`src/sv/ddm_pkg.sv`:
```
// shared types and constants for the differential drive mixer
package ddm_pkg;

  localparam int CMD_W = 16;
  localparam int THR_W = 11;
  localparam int SPEED_W = 16;
  localparam logic [THR_W-1:0] THR_RESET = 11'd16;

  typedef enum logic [2:0] {
    REQ_DRIVE        = 3'd0,
    REQ_FORWARD      = 3'd1,
    REQ_BACKWARD     = 3'd2,
    REQ_ROTATE_LEFT  = 3'd3,
    REQ_ROTATE_RIGHT = 3'd4,
    REQ_STOP         = 3'd5
  } req_t;

  typedef enum logic [2:0] {
    MC_STOPPED      = 3'd0,
    MC_FORWARD      = 3'd1,
    MC_BACKWARD     = 3'd2,
    MC_ROTATE_LEFT  = 3'd3,
    MC_ROTATE_RIGHT = 3'd4,
    MC_CURVE        = 3'd5
  } motion_t;

  typedef struct packed {
    logic    valid;
    logic    left_neg;
    logic    right_neg;
    motion_t cls;
  } ctl_t;

endpackage

```
`src/sv/ddm_front.sv`:
```
// request decode, clamping, classification and left/right mixing
module ddm_front import ddm_pkg::*; #(
  parameter int FRAC_BITS = 14,
  parameter int LW = 17,
  parameter int DW = 18
) (
  input  logic                    clk,
  input  logic                    rst,
  input  logic                    advance,
  input  logic                    in_valid,
  input  logic [2:0]              req_type,
  input  logic signed [CMD_W-1:0] linear_cmd,
  input  logic signed [CMD_W-1:0] angular_cmd,
  input  logic [THR_W-1:0]        thr,
  output ctl_t                    ctl_out,
  output logic [DW-1:0]           x_left,
  output logic [DW-1:0]           x_right,
  output logic [DW-1:0]           div
);

  localparam logic signed [LW-1:0] ONE = LW'(1) << FRAC_BITS;
  localparam logic [DW-1:0] ONE_D = DW'(1) << FRAC_BITS;

  logic signed [LW-1:0] lc, ac, lc_mag, lin_raw, ang_raw, lin_c, ang_c;
  logic [LW-1:0] lin_m, ang_m;
  logic has_lin, has_ang;
  motion_t cls;

  logic s1_valid;
  logic signed [LW-1:0] s1_lin, s1_ang;
  motion_t s1_cls;

  logic signed [LW:0] left, right;
  logic [DW-1:0] left_m, right_m, m;

  // stage 1: decode, clamp and classify
  always_comb begin
    lc = LW'(linear_cmd);
    ac = LW'(angular_cmd);
    lc_mag = lc[LW-1] ? -lc : lc;
    lin_raw = '0;
    ang_raw = '0;
    case (req_t'(req_type))
      REQ_DRIVE: begin
        lin_raw = lc;
        ang_raw = ac;
      end
      REQ_FORWARD:      lin_raw = lc_mag;
      REQ_BACKWARD:     lin_raw = -lc_mag;
      REQ_ROTATE_LEFT:  ang_raw = -lc_mag;
      REQ_ROTATE_RIGHT: ang_raw = lc_mag;
      default: begin
        lin_raw = '0;
        ang_raw = '0;
      end
    endcase
    lin_c = (lin_raw > ONE) ? ONE : ((lin_raw < -ONE) ? -ONE : lin_raw);
    ang_c = (ang_raw > ONE) ? ONE : ((ang_raw < -ONE) ? -ONE : ang_raw);
    lin_m = lin_c[LW-1] ? LW'(-lin_c) : LW'(lin_c);
    ang_m = ang_c[LW-1] ? LW'(-ang_c) : LW'(ang_c);
    has_lin = lin_m > LW'(thr);
    has_ang = ang_m > LW'(thr);
    if (!has_lin && !has_ang) begin
      cls = MC_STOPPED;
    end else if (has_lin && has_ang) begin
      cls = MC_CURVE;
    end else if (has_lin) begin
      cls = lin_c[LW-1] ? MC_BACKWARD : MC_FORWARD;
    end else begin
      cls = ang_c[LW-1] ? MC_ROTATE_LEFT : MC_ROTATE_RIGHT;
    end
  end

  // stage 2: mix and pick the divisor, one when no scaling is needed
  always_comb begin
    left = (LW+1)'(s1_lin) + (LW+1)'(s1_ang);
    right = (LW+1)'(s1_lin) - (LW+1)'(s1_ang);
    left_m = left[LW] ? DW'(-left) : DW'(left);
    right_m = right[LW] ? DW'(-right) : DW'(right);
    m = (left_m > right_m) ? left_m : right_m;
  end

  always_ff @(posedge clk) begin
    if (rst) begin
      s1_valid <= 1'b0;
      ctl_out.valid <= 1'b0;
    end else if (advance) begin
      s1_valid <= in_valid;
      ctl_out.valid <= s1_valid;
    end
    if (advance) begin
      s1_lin <= lin_c;
      s1_ang <= ang_c;
      s1_cls <= cls;
      ctl_out.left_neg <= left[LW];
      ctl_out.right_neg <= right[LW];
      ctl_out.cls <= s1_cls;
      x_left <= left_m;
      x_right <= right_m;
      div <= (m > ONE_D) ? m : ONE_D;
    end
  end

endmodule

```
`src/sv/ddm_cell.sv`:
```
// one restoring division step for both wheels
module ddm_cell import ddm_pkg::*; #(
  parameter int DW = 18,
  parameter int QW = 15
) (
  input  logic          clk,
  input  logic          rst,
  input  logic          advance,
  input  ctl_t          ctl_in,
  input  logic [DW:0]   rem_l_in,
  input  logic [DW:0]   rem_r_in,
  input  logic [DW-1:0] div_in,
  input  logic [QW-1:0] q_l_in,
  input  logic [QW-1:0] q_r_in,
  output ctl_t          ctl_out,
  output logic [DW:0]   rem_l_out,
  output logic [DW:0]   rem_r_out,
  output logic [DW-1:0] div_out,
  output logic [QW-1:0] q_l_out,
  output logic [QW-1:0] q_r_out
);

  logic [DW:0] d_ext, diff_l, diff_r;
  logic bit_l, bit_r;

  always_comb begin
    d_ext = {1'b0, div_in};
    bit_l = rem_l_in >= d_ext;
    bit_r = rem_r_in >= d_ext;
    diff_l = bit_l ? (rem_l_in - d_ext) : rem_l_in;
    diff_r = bit_r ? (rem_r_in - d_ext) : rem_r_in;
  end

  always_ff @(posedge clk) begin
    if (rst) begin
      ctl_out.valid <= 1'b0;
    end else if (advance) begin
      ctl_out.valid <= ctl_in.valid;
    end
    if (advance) begin
      ctl_out.left_neg <= ctl_in.left_neg;
      ctl_out.right_neg <= ctl_in.right_neg;
      ctl_out.cls <= ctl_in.cls;
      // remainder stays below the divisor, so doubling fits
      rem_l_out <= {diff_l[DW-1:0], 1'b0};
      rem_r_out <= {diff_r[DW-1:0], 1'b0};
      div_out <= div_in;
      q_l_out <= {q_l_in[QW-2:0], bit_l};
      q_r_out <= {q_r_in[QW-2:0], bit_r};
    end
  end

endmodule

```
`src/sv/differential_drive_mixer.sv`:
```
// differential drive mixer top level: front stages, divider cell row, output skid
// Arcade mixing of a linear and an angular command into left and right wheel
// speeds in fixed point (ONE = 2**FRAC_BITS), plus a motion class.
// Input channel: in_valid/in_ready with req_type, linear_cmd, angular_cmd.
// Output channel: out_valid/out_ready with left_speed, right_speed,
// motion_class. Config channel: cfg_valid/cfg_ready with cfg_data, which
// sets still_threshold; cfg_ready is always high.
// Pipeline: two front stages, FRAC_BITS + 1 divider cells and one output
// register. Throughput is one beat per cycle while the skid register is empty.
// The speed scaling runs through a row of FRAC_BITS + 1 cells, each
// producing one quotient bit per wheel; that row sets the latency.
// Reset clears all valid bits and loads still_threshold with 16.
// When the receiver stalls, the output register holds its beat and one more
// beat lands in a skid register; in_ready then drops and the whole pipeline
// holds until the skid register drains.
module differential_drive_mixer import ddm_pkg::*; #(
  parameter int FRAC_BITS = 14
) (
  input  logic                      clk,
  input  logic                      rst,
  input  logic                      in_valid,
  output logic                      in_ready,
  input  logic [2:0]                req_type,
  input  logic signed [CMD_W-1:0]   linear_cmd,
  input  logic signed [CMD_W-1:0]   angular_cmd,
  output logic                      out_valid,
  input  logic                      out_ready,
  output logic signed [SPEED_W-1:0] left_speed,
  output logic signed [SPEED_W-1:0] right_speed,
  output logic [2:0]                motion_class,
  input  logic                      cfg_valid,
  output logic                      cfg_ready,
  input  logic [THR_W-1:0]          cfg_data
);

  localparam int LW = (FRAC_BITS + 2 > 17) ? FRAC_BITS + 2 : 17;
  localparam int DW = LW + 1;
  localparam int QW = FRAC_BITS + 1;
  localparam int NCELL = FRAC_BITS + 1;
  localparam int OW = (FRAC_BITS + 2 > SPEED_W) ? FRAC_BITS + 2 : SPEED_W;
  localparam logic [QW-1:0] Q_ONE = QW'(1) << FRAC_BITS;

  logic [THR_W-1:0] still_threshold;
  logic advance;

  ctl_t        ctl_c   [NCELL+1];
  logic [DW:0]   rem_l_c [NCELL+1];
  logic [DW:0]   rem_r_c [NCELL+1];
  logic [DW-1:0] div_c   [NCELL+1];
  logic [QW-1:0] q_l_c   [NCELL+1];
  logic [QW-1:0] q_r_c   [NCELL+1];
  logic [DW-1:0] x_left, x_right;

  logic push;
  logic signed [OW-1:0] q_l_s, q_r_s, sp_l, sp_r;
  logic skid_valid;
  logic signed [SPEED_W-1:0] skid_left, skid_right;
  logic [2:0] skid_cls;

  assign cfg_ready = 1'b1;

  always_ff @(posedge clk) begin
    if (rst) begin
      still_threshold <= THR_RESET;
    end else if (cfg_valid && cfg_ready) begin
      still_threshold <= cfg_data;
    end
  end

  // the pipeline moves whenever the skid register is free
  assign advance = !skid_valid;
  assign in_ready = advance;

  ddm_front #(
    .FRAC_BITS(FRAC_BITS),
    .LW(LW),
    .DW(DW)
  ) u_front (
    .clk(clk),
    .rst(rst),
    .advance(advance),
    .in_valid(in_valid),
    .req_type(req_type),
    .linear_cmd(linear_cmd),
    .angular_cmd(angular_cmd),
    .thr(still_threshold),
    .ctl_out(ctl_c[0]),
    .x_left(x_left),
    .x_right(x_right),
    .div(div_c[0])
  );

  assign rem_l_c[0] = {1'b0, x_left};
  assign rem_r_c[0] = {1'b0, x_right};
  assign q_l_c[0] = '0;
  assign q_r_c[0] = '0;

  for (genvar i = 0; i < NCELL; i++) begin : g_cell
    ddm_cell #(
      .DW(DW),
      .QW(QW)
    ) u_cell (
      .clk(clk),
      .rst(rst),
      .advance(advance),
      .ctl_in(ctl_c[i]),
      .rem_l_in(rem_l_c[i]),
      .rem_r_in(rem_r_c[i]),
      .div_in(div_c[i]),
      .q_l_in(q_l_c[i]),
      .q_r_in(q_r_c[i]),
      .ctl_out(ctl_c[i+1]),
      .rem_l_out(rem_l_c[i+1]),
      .rem_r_out(rem_r_c[i+1]),
      .div_out(div_c[i+1]),
      .q_l_out(q_l_c[i+1]),
      .q_r_out(q_r_c[i+1])
    );
  end

  // restore the sign, truncating toward zero
  always_comb begin
    q_l_s = OW'(q_l_c[NCELL]);
    q_r_s = OW'(q_r_c[NCELL]);
    sp_l = ctl_c[NCELL].left_neg ? -q_l_s : q_l_s;
    sp_r = ctl_c[NCELL].right_neg ? -q_r_s : q_r_s;
  end

  assign push = ctl_c[NCELL].valid && advance;

  always_ff @(posedge clk) begin
    if (rst) begin
      out_valid <= 1'b0;
      skid_valid <= 1'b0;
    end else if (!out_valid || out_ready) begin
      if (skid_valid) begin
        out_valid <= 1'b1;
        skid_valid <= 1'b0;
      end else begin
        out_valid <= push;
      end
    end else if (push) begin
      skid_valid <= 1'b1;
    end
    if (!out_valid || out_ready) begin
      if (skid_valid) begin
        left_speed <= skid_left;
        right_speed <= skid_right;
        motion_class <= skid_cls;
      end else begin
        left_speed <= sp_l[SPEED_W-1:0];
        right_speed <= sp_r[SPEED_W-1:0];
        motion_class <= ctl_c[NCELL].cls;
      end
    end else if (push) begin
      skid_left <= sp_l[SPEED_W-1:0];
      skid_right <= sp_r[SPEED_W-1:0];
      skid_cls <= ctl_c[NCELL].cls;
    end
  end

`ifndef SYNTH
  a_skid_behind_out: assert property (@(posedge clk) disable iff (rst)
    skid_valid |-> out_valid)
    else $error("skid register holds a beat while the output is empty");

  a_skid_drains: assert property (@(posedge clk) disable iff (rst)
    skid_valid && out_ready |=> out_valid && !skid_valid)
    else $error("skid beat not moved to the output");

  a_stall_catches: assert property (@(posedge clk) disable iff (rst)
    out_valid && !out_ready && push |=> skid_valid)
    else $error("beat lost while the receiver stalls");

  a_quotient_bound: assert property (@(posedge clk) disable iff (rst)
    ctl_c[NCELL].valid |-> (q_l_c[NCELL] <= Q_ONE) && (q_r_c[NCELL] <= Q_ONE))
    else $error("scaled speed above one");
`endif

endmodule

```
`config.mk`:
```
export PLATFORM = sky130hd
export DESIGN_NAME = differential_drive_mixer
export DESIGN_NICKNAME = d
export VERILOG_FILES = /design/src/sv/ddm_pkg.sv /design/src/sv/ddm_front.sv /design/src/sv/ddm_cell.sv /design/src/sv/differential_drive_mixer.sv
export SDC_FILE = /design/constraint.sdc
export NUM_CORES = 2
export LEC_CHECK = 0
export BUFFER_PORTS_ARGS = -buffer_cell sky130_fd_sc_hd__buf_4
export CAP_MARGIN = 20
export CORE_MARGIN = 3
export CORE_UTILIZATION = 48
export DETAILED_ROUTE_END_ITERATION = 12
export SYNTH_ARGS = -nofsm -noshare
export SYNTH_HDL_FRONTEND = slang
export SYNTH_SLANG_ARGS = --single-unit
```
`constraint.sdc`:
```
create_clock -name clk -period 58.2 [get_ports clk]
set_input_delay 2.91 -clock clk [delete_from_list [all_inputs] [get_ports clk]]
set_output_delay 2.91 -clock clk [all_outputs]
set_load 0.01 [all_outputs]
```
==> out/results.txt <==
The number of nets in the finished design is 7449. Row generation in the floorplan step produced 143 rows. In the final layout, flip-flops and latches occupy 37700 sq um. During I/O placement, the number of pins put on the boundary was 89. Type of the worst setup path: in -> reg. In this run the remaining antenna-violating nets after routing total 0. The area fraction of the dominant cell type after synthesis is 50.1%.

The most common cell after layout, fill and taps aside is edfxtp_1. The y dimension of the die is 399 microns, and the worst slack at placement is 46060 ps. The maximum net fanout on the critical path was 11; the number of synthesized register bits was 1266.

The number of synthesized flops with an enable pin came out at 1236. The DRC violations left came out at 0. The mean number of vias per cell works out to 5.57. The via count of the first global-routing pass is 48855, and the number of failing setup endpoints in the final timing report is 0. edfxtp_1 takes more of the synthesized area than any other cell. From synthesis to final layout, the design area changed by 10.7%. Entering global routing, the biggest net connects 125 pins. The largest individual stage delay along the critical path comes from the cell or4b_1. For the number of optimization iterations in the first detailed-route pass, the log shows 6. In this run the cell area of the synthesized design comes to 74100 sq um. Detailed routing inserted a total of 49520 vias. The die is 399 microns wide. Yosys attributes the largest share of cell area to edfxtp_1, ha_1, mux2_2. Port buffering added 87 buffers. The H-tree was split into 4 levels.

Detailed placement finished with a half-perimeter wire length of 143000 microns. The worst pin sits at a relative slew slack of 26.1%. Once the clock tree was built, the resizer swapped 0 gates to a different size. Counting the fill cells in the layout gives 13151. Dividing the final minimum period by the clock period gives 19.6%. The tree is rooted in a clkbuf_16. The share of synthesized registers carrying an async set or reset works out to 0%. The area of the die was 159000 sq um. When the netlist entered floorplanning its net count stood at 7276. The flow ran to the end, and the final reports show no timing, DRC or antenna violations.

The first global-routing pass estimated 285000 microns of wire. Data arrival time of the critical path: 11910 ps. In the final layout, the multi-input gates occupy 33800 sq um.

The most instantiated flip-flop cell in the synthesis netlist is edfxtp_1. The maximum count of clock buffers along a single path was 3. The weighted congestion at the end of routability-driven global placement came out at 0.895. Cells with a size suffix above 1 make up 11.1% of the layout.

For the insertion delay of the later-clocked pin in the worst-skew pair, the log shows 770 ps. The netlist uses 93 different library cells. The run gives 48.6% as the initial core utilization. The library cells used most frequently in the layout, excluding fill and tap cells, are edfxtp_1, nor2_1, ha_1.

The startpoint identified for the worst register-to-register timing path is u_front.s1_lin[0]. The number of maximum-capacitance violations is 0. Dominant cell type by count on the critical path: ha_1. The type of the tightest min-delay check was reg -> reg. On the final layout, the worst clock skew is 36.1 ps. Derived from the worst setup path, the maximum achievable clock frequency is 0.0876 GHz. The hold violation total from the final report came out at 0. For this design, the sink count on the clock tree is 1266. Global routing finished with a remaining overflow of 0. The post-route worst setup slack is 46790 ps, and the post-detailed-routing wire length is 185000 microns. For this run, the slowest stage of the critical path takes 670 ps. The per-cell routed wire length is 20.8 microns, and the detailed router's first-iteration violation count is 3124. The tools report the required time reported for the critical path endpoint as 58700 ps. The number of buffers created by CTS was 143; the clock period minus worst slack was 11410 ps. Startpoint kind of the worst setup timing path: an input port. The mean instance size in the synthesized netlist came out at 11.3 sq um.

TritonCTS built the clock tree. In this run the post-CTS setup repair buffer count came out at 0. The register clock-pin slew on the reported worst setup and hold paths was 60 ps. Tracing the worst setup path back leads to its startpoint at linear_cmd[0].

Setup repair after global routing left no endpoint under its margin. The number of max-slew violations in the final report is 0, and the cell count after synthesis is 6574. The fraction of the yosys area taken by sequential cells came out at 50.9%.

The tools report the initial antenna violation count as 1. In this run the most critical hold path is launched from g_cell[13].u_cell.ctl_out[4]. The run gives 153000 sq um as the core outline area. The final setup TNS came out at 0 ps.

The tools report the number of hold buffers added after CTS as 0. During synthesis, Yosys emitted a total of 0 warnings. Transition time of the tightest slew-check pin: 1110 ps.

For the all-layer global routing usage, the log shows 23.2%. STA classifies the critical path endpoint as a flop.
cell families after synthesis:
kind of cell | Yosys count | synth area share (%)
xor+xnor | 415 | 4.92
fa+ha+maj | 651 | 11.3
compound gates | 1343 | 11.7
other cells | 1 | 0.00506
mux | 410 | 6.13
flops | 1266 | 50.9
buf+inv | 689 | 3.55
simple gates | 1799 | 11.6
worst max-delay path, delay by kind of cell:
family                   cells  cell delay [ps]
AND/OR/NAND/NOR             11             2960
adder cells (fa/ha/maj)      5             1470
AO/OA/AOI/OAI               16             3620
buffers and inverters        4              690
XOR/XNOR                     1              220
cells in the mapped netlist (44+ instances only):
cell and number:
nand2b_1 62, xor2_1 117, clkbuf_1 96, mux2i_1 59
a21boi_0 140, o21ai_0 330, o21a_1 72, nand2_1 412
ha_1 621, a21oi_1 317, xnor2_1 296, nand4_1 99
a21o_1 106, nand3_1 74, nor2b_1 127, nor2_1 648
and3_1 44, nor3_1 109, a211oi_1 58, mux2_2 351
inv_1 573, a31oi_1 51, edfxtp_1 1236
through the flow:
| stage | area [sq um] | util [%] | hold slack [ps] | std cells |
|---|---|---|---|---|
| final | 82100 | 53.8 | 407 | 8893 |
| after global routing | 82100 | 53.8 | 401 | 8892 |
| after CTS | 82000 | 53.8 | 399 | 8890 |
| after detailed placement | 77300 | 50.7 | 405 | 8630 |
| after global placement | 77300 | 50.7 | 400 | 8630 |
| after floorplan | 74100 | - | 400 | 6574 |
layer usage:
layer  vias to the layer above  GRT usage [%]  part of all wire (%)
met5                         -              0                     0
met4                         0           7.29                   3.1
met3                       276           2.67                   3.7
met2                       987           39.6                    48
met1                     23777           31.0                    45
li1                      24480              -                     -
cell type report:
class                           count  share of cell area [%]
Sequential cell                  1266                    46.0
Multi-Input combinational cell   4619                    41.2
Clock buffer                      169                    4.48
Tap cell                         2030                    3.10
Inverter                          577                    2.65
Timing Repair Buffer              140                    1.31
Clock inverter                     91                    1.26
Antenna cell                        1                 0.00305
final timing paths:
check,end,slack [ps],cells past startpoint
hold reg to reg,g_cell[14].u_cell.ctl_out[4],410,0
hold / removal,g_cell[14].u_cell.ctl_out[4],410,0
setup reg to reg,u_front.div[3],51290,29
setup / recovery,u_front.s1_cls[2],46790,37
registers in the layout (all words and copies together) (netlist names), 17 cells and up:
register,count
g_cell.u_cell.rem_l_out,252
u_front.s1_ang,17
u_front.div,18
g_cell.u_cell.rem_r_out,252
u_front.s1_lin,17
u_front.x_right,18
u_front.x_left,17
g_cell.u_cell.q_l_out,120
g_cell.u_cell.q_r_out,120
g_cell.u_cell.div_out,252
g_cell.u_cell.ctl_out,90
Power is not shown: default switching activity piles up to over one toggle a cycle in this logic, so the estimate is an artifact.
